--- src/rtl/frc_pkg.sv ---
`timescale 1ns / 1ps
// Shared types, constants and the hash function of the flow record cache.
// Used by frc_ctrl, frc_datapath and flow_record_cache_core; depends on nothing.
package frc_pkg;

    localparam int TABLE_DEPTH = 1024;
    localparam int IDX_W       = $clog2(TABLE_DEPTH);
    localparam int SLOT_W      = 10;
    localparam int HASH_SHIFT  = 16;

    typedef logic [IDX_W-1:0] idx_t;

    localparam idx_t IDX_LAST = idx_t'(TABLE_DEPTH - 1);

    localparam logic OP_INSERT = 1'b0;
    localparam logic OP_REMOVE = 1'b1;

    typedef enum logic [2:0] {
        ST_NEW       = 3'd0,
        ST_MERGED    = 3'd1,
        ST_DROPPED   = 3'd2,
        ST_REMOVED   = 3'd3,
        ST_NOT_FOUND = 3'd4
    } status_t;

    typedef struct packed {
        logic [63:0] addresses;
        logic [39:0] ports_proto;
        logic [31:0] packets;
        logic [31:0] octets;
        logic [31:0] first;
        logic [31:0] last;
        logic [7:0]  flags;
    } rec_t;

    typedef struct packed {
        logic clear_step;
        logic load;
        logic scan_step;
        logic commit;
    } ctl_cmd_t;

    typedef struct packed {
        logic cnt_last;
    } dp_status_t;

    // Home slot: low bits of src ^ dst ^ ((sport ^ dport ^ proto) << 16).
    function automatic idx_t home_slot(
        input logic [31:0] src,
        input logic [31:0] dst,
        input logic [15:0] sport,
        input logic [15:0] dport,
        input logic [7:0]  proto
    );
        logic [15:0] mix;
        logic [31:0] h;
        mix = sport ^ dport ^ {8'h00, proto};
        h   = src ^ dst ^ (32'(mix) << HASH_SHIFT);
        return h[IDX_W-1:0];
    endfunction

endpackage

--- src/rtl/frc_ctrl.sv ---
`timescale 1ns / 1ps
// Sequencer of the flow record cache: clearing pass, table scan and commit.
// Depends on frc_pkg; drives the command struct of frc_datapath.
module frc_ctrl
(
    input  logic                  clk,
    input  logic                  rst_n,
    input  logic                  in_valid,
    output logic                  in_stall,
    output logic                  out_valid,
    input  logic                  out_stall,
    input  frc_pkg::dp_status_t   stat,
    output frc_pkg::ctl_cmd_t     cmd
);

    typedef enum logic [2:0] {
        S_CLEAR,
        S_IDLE,
        S_SCAN,
        S_DRAIN,
        S_DONE
    } state_t;

    state_t state_reg, state_next;
    logic   out_valid_reg, out_valid_next;
    logic   out_free;
    logic   accept;

    assign in_stall  = (state_reg != S_IDLE);
    assign out_valid = out_valid_reg;
    assign accept    = in_valid && !in_stall;
    assign out_free  = !out_valid_reg || !out_stall;

    assign cmd.clear_step = (state_reg == S_CLEAR);
    assign cmd.load       = accept;
    assign cmd.scan_step  = (state_reg == S_SCAN);
    assign cmd.commit     = (state_reg == S_DONE) && out_free;

    always_comb
    begin
        state_next = state_reg;
        unique case (state_reg)
            S_CLEAR:
            begin
                if (stat.cnt_last)
                begin
                    state_next = S_IDLE;
                end
            end
            S_IDLE:
            begin
                if (accept)
                begin
                    state_next = S_SCAN;
                end
            end
            S_SCAN:
            begin
                if (stat.cnt_last)
                begin
                    state_next = S_DRAIN;
                end
            end
            S_DRAIN:
            begin
                state_next = S_DONE;
            end
            S_DONE:
            begin
                if (out_free)
                begin
                    state_next = S_IDLE;
                end
            end
            default:
            begin
                state_next = S_CLEAR;
            end
        endcase
    end

    always_comb
    begin
        if (cmd.commit)
        begin
            out_valid_next = 1'b1;
        end
        else if (!out_stall)
        begin
            out_valid_next = 1'b0;
        end
        else
        begin
            out_valid_next = out_valid_reg;
        end
    end

    always_ff @(posedge clk or negedge rst_n)
    begin
        if (!rst_n)
        begin
            state_reg     <= S_CLEAR;
            out_valid_reg <= 1'b0;
        end
        else
        begin
            state_reg     <= state_next;
            out_valid_reg <= out_valid_next;
        end
    end

    // A request that is accepted always starts a scan.
    a_accept_scan: assert property (@(posedge clk) disable iff (!rst_n)
        accept |=> (state_reg == S_SCAN))
        else $error("accepted request did not start a scan");

    // A result is only committed when the output register can take it.
    a_commit_free: assert property (@(posedge clk) disable iff (!rst_n)
        cmd.commit |-> (!out_valid_reg || !out_stall))
        else $error("commit while output register is occupied");

    // The drain cycle always follows the last scan read.
    a_drain_after_scan: assert property (@(posedge clk) disable iff (!rst_n)
        (state_reg == S_SCAN) && stat.cnt_last |=> (state_reg == S_DRAIN))
        else $error("scan did not end in the drain cycle");

endmodule

--- config.mk ---
export PLATFORM = sky130hd
export DESIGN_NAME = frc_ctrl
export DESIGN_NICKNAME = d
export VERILOG_FILES = /design/src/rtl/frc_pkg.sv /design/src/rtl/frc_ctrl.sv
export SDC_FILE = /design/constraint.sdc
export NUM_CORES = 1
export LEC_CHECK = 0
export ABC_CLOCK_PERIOD_IN_PS = 1730
export BUFFER_PORTS_ARGS = -buffer_cell sky130_fd_sc_hd__buf_2
export CORE_AREA = 2 2 39 41
export DETAILED_ROUTE_END_ITERATION = 16
export DIE_AREA = 0 0 41 43
export GPL_TIMING_DRIVEN = 0
export MAX_ROUTING_LAYER = met4
export SYNTH_ARGS = -nofsm -noshare
export SYNTH_HDL_FRONTEND = slang
export SYNTH_SLANG_ARGS = --single-unit
--- constraint.sdc ---
create_clock -name clk -period 1.73 [get_ports clk]
set_input_delay 0.346 -clock clk [delete_from_list [all_inputs] [get_ports clk]]
set_output_delay 0.346 -clock clk [all_outputs]
set_load 0.03 [all_outputs]
* Yosys cells after proc, flatten, opt, wreduce, memory -nomap -nowiden *
Index checks and enable logic that the tools add are counted.

word-level totals
  input bits = 5
  output and inout port bits = 6
  word-level logic and storage cells = 27
  register bits after elaboration = 4

cells by class
  reductions and logical operators = 8
  equality and inequality tests = 10
  muxes and demuxes = 7

operator list
  cell                number
  $pmux 3 s5          1
  $mux 3              4
  $ne 2x2->1 const B  4
  $eq 3x2->1 const B  2
  $reduce_and 4->1    1
  $eq 3x1->1 const B  1
  $eq 3x3->1 const B  1
  $logic_not 1->1     3
  $logic_not 3->1     1
  $ne 3x1->1 const B  1
  $logic_and 1x1->1   2
  $mux 1              2
  $ne 2x1->1 const B  1
  $logic_or 1x1->1    1

* Logic depth before layout (Yosys ltp) *
Gate-level depths: netlist of run 1.

  depth in word-level cells = 5
  gate-level depth with buffers = 4
  depth with buffers taken out = 3

* Least setup slack after synthesis of run 1 *
No wires, ideal clock.

  path kind = reg2out
  from = reg state_reg[2]
  to = out cmd[2] in the netlist's numbering
  slack = 257 ps
  buffers on the path = 1
  arrival = 1,127 ps
  required time = 1,384 ps
  cell stages (with the launch flop) = 5
  path through = dfrtp_1 -> and2b_2 -> nand2b_1 -> nor2_1 -> buf_4

between the ends
  word-level cells in the longest chain between the ends = 3

ends and longest elaborated chain
  item                      RTL line         RTL
  start: declaration        frc_ctrl.sv:24   state_t state_reg, state_next;
  start signal: assignment  frc_ctrl.sv:107  state_reg <= state_next;
  $ne 3x1->1                frc_ctrl.sv:29   assign in_stall = (state_reg != S_IDLE);
  via in_stall              frc_ctrl.sv:9    output logic in_stall,
  $logic_not 1->1           frc_ctrl.sv:31   assign accept = in_valid && !in_stall;
  $logic_and 1x1->1         frc_ctrl.sv:31
  end: declaration          frc_ctrl.sv:13   output frc_pkg::ctl_cmd_t cmd

The timed path passes the listed nets, and every way through them passes these cells.

* Worst setup path after layout of run 1 *
  from = reg state_reg[0]
  to = out cmd[2] in the netlist's numbering

between the ends
  word-level cells in the longest chain between the ends = 3

ends and longest elaborated chain
  item               RTL line
  $ne 3x1->1         frc_ctrl.sv:29
  $logic_not 1->1    frc_ctrl.sv:31
  $logic_and 1x1->1  frc_ctrl.sv:31

No other way between the ends.

==> results of run 1 <==
[worst register-to-register path: cells and delay by family (launching register included)]
family	cells	cell delay, ns
AOI/OAI and AO/OA	1	0.32
and+or+nand+nor	1	0.19
DFF	1	0.39
buffers and inverters	2	0.26
[layout by cell type (no fill, tap or decap), types with 2 or more instances in the layout]
master    count
clkbuf_4      3
nor2_1        3
buf_2         8
dfrtp_1       4
buf_4         6
buf_6         3
nand2_1       3
nand2b_1      2
[synth_stat cells]
cell	number
a221o_1	1
nor3_1	1
nand2b_1	2
and2_1	1
a21oi_1	1
nand3b_1	1
nor2_1	3
nand2_1	3
buf_4	2
and2b_2	1
or3b_4	1
inv_1	1
a21oi_4	1
dfrtp_1	4
o21ai_1	1
[kinds of logic after synthesis]
group | count (synthesis)
and+or+nand+nor | 13
DFF | 4
AOI/OAI and AO/OA | 4
buffers and inverters | 3
[worst max-delay path by stage]
stage	cells after the start	to	slack, ns	from
6_report	6	cmd[2]	0.07	state_reg[0]
5_1_grt	6	cmd[2]	0.02	state_reg[0]
4_1_cts	6	cmd[2]	0.008	state_reg[0]
3_5_place_dp	4	cmd[0]	0.12	state_reg[0]
3_3_place_gp	4	cmd[0]	0.12	state_reg[1]
2_1_floorplan	4	cmd[2]	0.26	state_reg[2]
[routing by layer]
| layer | vias to the layer above | global-route usage |
|---|---|---|
| li1 | 116 | - |
| met1 | 100 | 0.0714 |
| met2 | 7 | 0.122 |
| met3 | 0 | 0.0314 |
| met4 | 0 | 0.0400 |
| met5 | - | - |
[where the power goes]
group / internal (mW) / leakage, nW / switching, mW / total, mW
Combinational: 0.203 / 0.134 / 0.241 / 0.444
Clock: 0.0774 / 0.0138 / 0.0356 / 0.113
Sequential: 0.131 / 0.0523 / 0.0330 / 0.164
[stage by stage]
stage / cell area [µm²] / worst slack (ns)
global placement: 299 / 0.119
detailed placement: 299 / 0.121
finish: 385 / 0.0731
CTS: 370 / 0.00751
floorplan: 229 / 0.257
global route: 385 / 0.0175
[timing repair]
action | CTS | global route
hold buffers | 1 | 0
pin swaps | 1 | 0
setup buffers | 5 | 1
setup endpoints to repair | 1 | 1
gates cloned | 0 | 0
gates resized for setup | 3 | 2
endpoints found under the hold margin | 4 | 0
[final cells by class]
class	instances	share of cell area
multi-input cells	17	0.286
repair buffers	17	0.315
clock buffers	3	0.0584
well taps	16	0.0519
inverters	1	0.00974
plain buffers	1	0.0195
flip-flops and latches	4	0.260
==> metrics.md, run 1 <==
| Metric | Value |
|---|---|
| H-Tree Depth | 1 |
| Fillers | 157 |
| Core Util, Final | 0.278 |
| #FFs+latches synth | 4 |
| Worst path required time | about 1.4 ns |
| Synth Area in Compound Gates | 0.158 |
| Final clock skew | approximately 0.0019 ns |
| XOR/XNOR Fraction of Synth Area | 0 |
| Synth cell types | 15 |
| CORE AREA | 1380 µm² |
| Pins Over Slew Limit | 0 |
| R2r setup slk | ~0.44 ns |
| Grt total ovfl | 0 |
| Final period util | 0.958 |
| Worst setup EP type | output port |
| Met3 wire length | between 30 and 40 µm |
| Layout cell share with drive strength beyond 1 | 0.535 |
| Wl on met1 | 218 µm |
| VDD IR-drop max | approximately 560 µV |
| Die height | 43 µm |
| Crit path DAT | 1.31 ns |
| Setup CP Type | reg -> out |
| Uppermost routed layer | met3 |
| Most frequent CP cell | buf_6 |
| Top-area cell type share of the netlist area | 0.437 |
| Hold Path Depth | 2 |
| Largest family of logic cells by synthesized area | simple AND/OR/NAND/NOR gates |
| Area of the die | ~1800 µm² |
| Slowest cell delay on critical path | around 0.39 ns |
| Min cycle time layout | approximately 1.7 ns |
| Vias per cell | about 3.8 |
| Syn Inst Count | 24 |
| Critical hold path startpoint | stat |
| Register area share after synthesis | 0.437 |
| Syn_nets | 29 |
| Simple-gate share of the synthesized area | 0.322 |
| Total Power | 721 µW |
| Setup_tns | 0 ns |
| PortBufs | 10 |
| Multi-input gate area | roughly 110 µm² |
| R2R Path Start | state_reg[0] |
| Max reg flops | 3 |
| Half-perimeter wire length after placement | ~370 µm |
| Row count | 14 |
| Max-cap violations | 0 |
| CP delay by family, top | flip-flops |
| P per Cell Area | approximately 1900 nW/µm² |
| Boundary pin count | 11 |
| Vias in the first global route | between 200 and 250 |
| WP buf/inv | 3 |
| Adder-cell area share of the yosys netlist | 0 |
| CTS Sinks | 4 |
| Worst-path fanout max | 5 |
| Clock buffer count from CTS | 3 |
| Area growth syn-to-layout | 68.3% |
| DR pass1 iterations | 2 |
| Fmax | 604 MHz |
| Synth area leaders | dfrtp_1 (44%), a21oi_4 (7.1%), buf_4 (6.6%), nand2b_1 (5.5%), nand2_1 (4.9%) |
| Leakage Power | between 0.2 and 0.25 nW |
| Min-delay worst type | in -> reg |
| CP max stage cell | dfrtp_1 |
| Initial antenna violation count | 0 |
| Slew @ Worst Pin | about 0.16 ns |
| First-pass GRT wire length | approximately 850 µm |
| Largest net degree at the start of global routing | 8 |
| N_diodes | 0 |
| # setup viols final | 0 |
| WL met2 | around 290 µm |
| Routability-driven placement congestion ratio | 0.683 |
| Multiplexer area fraction after synthesis | 0 |
| Reg-to-reg critical path endpoint | state_reg[0] |
| Vias after detailed routing | about 220 |
| Root Driver | clkbuf_4 |
| GRT Util Overall | 0.0753 |
| Mapped cell area | 229 µm² |
| Syn_area_per_cell | roughly 9.5 µm² |
| Status | finished clean |
| Die W | 41 µm |
| Startpoint Class | flop |
| Nets | 50 |
| Clock transition at the registers of the reported paths | around 0.030 ns |
| DR WL/cell | just over 9 µm |
| DRC violations left | 0 |
| Slew margin rel. | 0.890 |
| Hold slack | between 0.3 and 0.4 ns |
| R2R depth | 4 |
| Biggest area consumer among synthesized cells | dfrtp_1 |
| Final Hold Vio Count | 0 |
| Antenna Nets Post-Route | 0 |
| CTS tree | built |
| Reg area | approximately 100 µm² |
| Final Non-Filler Cells | 59 |
| Initial Util | 0.165 |
| Final wirelength | 543 µm |
| Worst-path cell chain | buf_6, and2b_2, nand2b_1, nor2_1, buf_4, buf_6 |
| RSZ-0062 raised after global routing | no |
| Syn. warnings | 0 |
| Hold endpoint | state_reg[0] |
| DR iter-0 viols | 3 |
| Maximum clock path buffer count | 2 |
| Placed Instances | 50 |
| Clk Latency, worst-skew pair | roughly 0.23 ns |
Note: power is estimated with default switching activity, not from simulation.
==> run 2, diff against run 1 <==
- CTS_BUF_LIST: not set -> sky130_fd_sc_hd__clkbuf_8
==> run 2 against run 1 <==
Clock power up 70%. Final area rose by 3.9%. Combinational power is 2% lower. Largest power group unchanged. Critical path type unchanged. Global-route usage shrank 0.31 points. Maximum frequency increased by 0.30%. Via count rose by 1.8%.
==> metrics.md, run 2 (same netlist as run 1, synthesis figures left out) <==
| Metric | Value |
|---|---|
| Status | finished clean |
| End of the critical path | cmd[2] |
| Worst setup EP type | output port |
| Initial Util | 0.165 |
| Final Hold Vio Count | 0 |
| VDD IR-drop max | between 500 and 600 µV |
| Clock buffer count from CTS | 3 |
| Final clock skew | 0.000967 ns |
| N_diodes | 0 |
| Root Driver | clkbuf_8 |
| Clk Latency, worst-skew pair | 0.21 ns |
| Vias after detailed routing | around 230 |
| Hold slack | between 0.3 and 0.4 ns |
| R2r setup slk | ~0.43 ns |
| R2R depth | 4 |
| Clock transition at the registers of the reported paths | around 0.03 ns |
| RSZ-0062 raised after global routing | no |
| DR WL/cell | slightly below 9 µm |
| PortBufs | 10 |
| Pins Over Slew Limit | 0 |
| P per Cell Area | 1970 nW/µm² |
| Leading cell types in the layout, fill and taps excluded | buf_2 (8), buf_4 (7), dfrtp_1 (4) |
| Leakage Power | approximately 0.21 nW |
| DR pass1 iterations | 2 |
| Area growth syn-to-layout | 74.9% |
| Worst-path fanout max | 5 |
| Fillers | 156 |
| Vias in the first global route | approximately 220 |
| Die W | 41 µm |
| Nets | 50 |
| Grt total ovfl | 0 |
| H-Tree Depth | 1 |
| Die height | 43 µm |
| Vias per cell | 3.85 |
| Final period util | 0.955 |
| CTS Sinks | 4 |
| Slew margin rel. | 0.890 |
| Min-delay worst type | in -> reg |
| Initial antenna violation count | 0 |
| DR iter-0 viols | 4 |
| Max-cap violations | 0 |
| Setup_tns | 0 ns |
| # setup viols final | 0 |
| Worst path required time | 1.38 ns |
| CP Launch Point | state_reg[0] |
| Cell area after layout | roughly 400 µm² |
| Largest net degree at the start of global routing | 8 |
| Boundary pin count | 11 |
| CORE AREA | roughly 1400 µm² |
| First-pass GRT wire length | roughly 810 µm |
| Min cycle time layout | roughly 1.7 ns |
| Fmax | between 600 and 700 MHz |
| GRT Util Overall | 0.0722 |
| CTS tree | built |
| Routability-driven placement congestion ratio | around 0.68 |
| Slew @ Worst Pin | between 0.15 and 0.2 ns |
| DRC violations left | 0 |
| Startpoint Class | flop |
| Antenna Nets Post-Route | 0 |
| Area of the die | approximately 1800 µm² |
| Row count | 14 |
| Reg-to-reg critical path endpoint | state_reg[0] |
| Max reg flops | 3 |
| Half-perimeter wire length after placement | ~370 µm |
| Setup CP Type | reg -> out |
| Cell Area, Placed | about 300 µm² |
| Total Power | between 700 and 800 µW |
| Crit path DAT | 1.31 ns |
| Final wirelength | approximately 530 µm |
| Leading cell type in the layout, fill and taps excluded | buf_2 |
| R2R Path Start | state_reg[0] |
| Layout cell share with drive strength beyond 1 | 0.535 |
| Maximum clock path buffer count | 2 |
==> run 2: layout make-up <==
cell class | count | area, µm² | area share
timing repair buffer | 17 | 118 | 0.294
inverter | 1 | 3.75 | 0.00938
multi-input combinational | 17 | 110 | 0.275
sequential | 4 | 100 | 0.250
tap | 16 | 20.0 | 0.0500
clock buffer | 3 | 41.3 | 0.103
buffer | 1 | 7.51 | 0.0188
==> run 2: worst max-delay path, stage by stage (launching register included) <==
cell      delay, ns
dfrtp_1        0.38
buf_4          0.15
and2b_2        0.19
nand2b_1       0.08
nor2_1         0.04
buf_4          0.12
buf_6          0.13
==> run 2: how the worst min path moves through the flow <==
stage / from / end / depth (start not counted)
2_1_floorplan: rst_n / out_valid / 0
3_3_place_gp: rst_n / state_reg[1] / 1
3_5_place_dp: rst_n / state_reg[0] / 1
4_1_cts: stat / state_reg[0] / 2
5_1_grt: stat / state_reg[0] / 2
6_report: stat / state_reg[0] / 2
==> run 2: routing by layer <==
metal  track usage  wire (µm)
met5             -          0
met4        0.0400          0
met3        0.0314         36
met2         0.109        278
met1        0.0747        212
==> run 2: power breakdown <==
group	switching, mW	leakage, nW	internal, mW
Clock	0.0442	0.0216	0.148
Combinational	0.240	0.133	0.196
Sequential	0.0303	0.0523	0.131
Total	0.315	0.207	0.475
==> run 2: timing repair <==
action | in CTS | in global routing
resized for setup | 2 | 3
pin swaps | 1 | 0
hold endpoints to repair | 4 | 0
setup buffers | 4 | 2
setup endpoints to repair | 1 | 2
hold buffers | 1 | 0
==> run 2: per-stage QoR <==
stage / utilization / cells / setup slack, ns
floorplan: - / 24 / 0.257
global placement: 0.216 / 50 / 0.119
detailed placement: 0.216 / 50 / 0.121
CTS: 0.279 / 58 / 0.00860
global route: 0.289 / 59 / 0.0244
finish: 0.289 / 59 / 0.0780
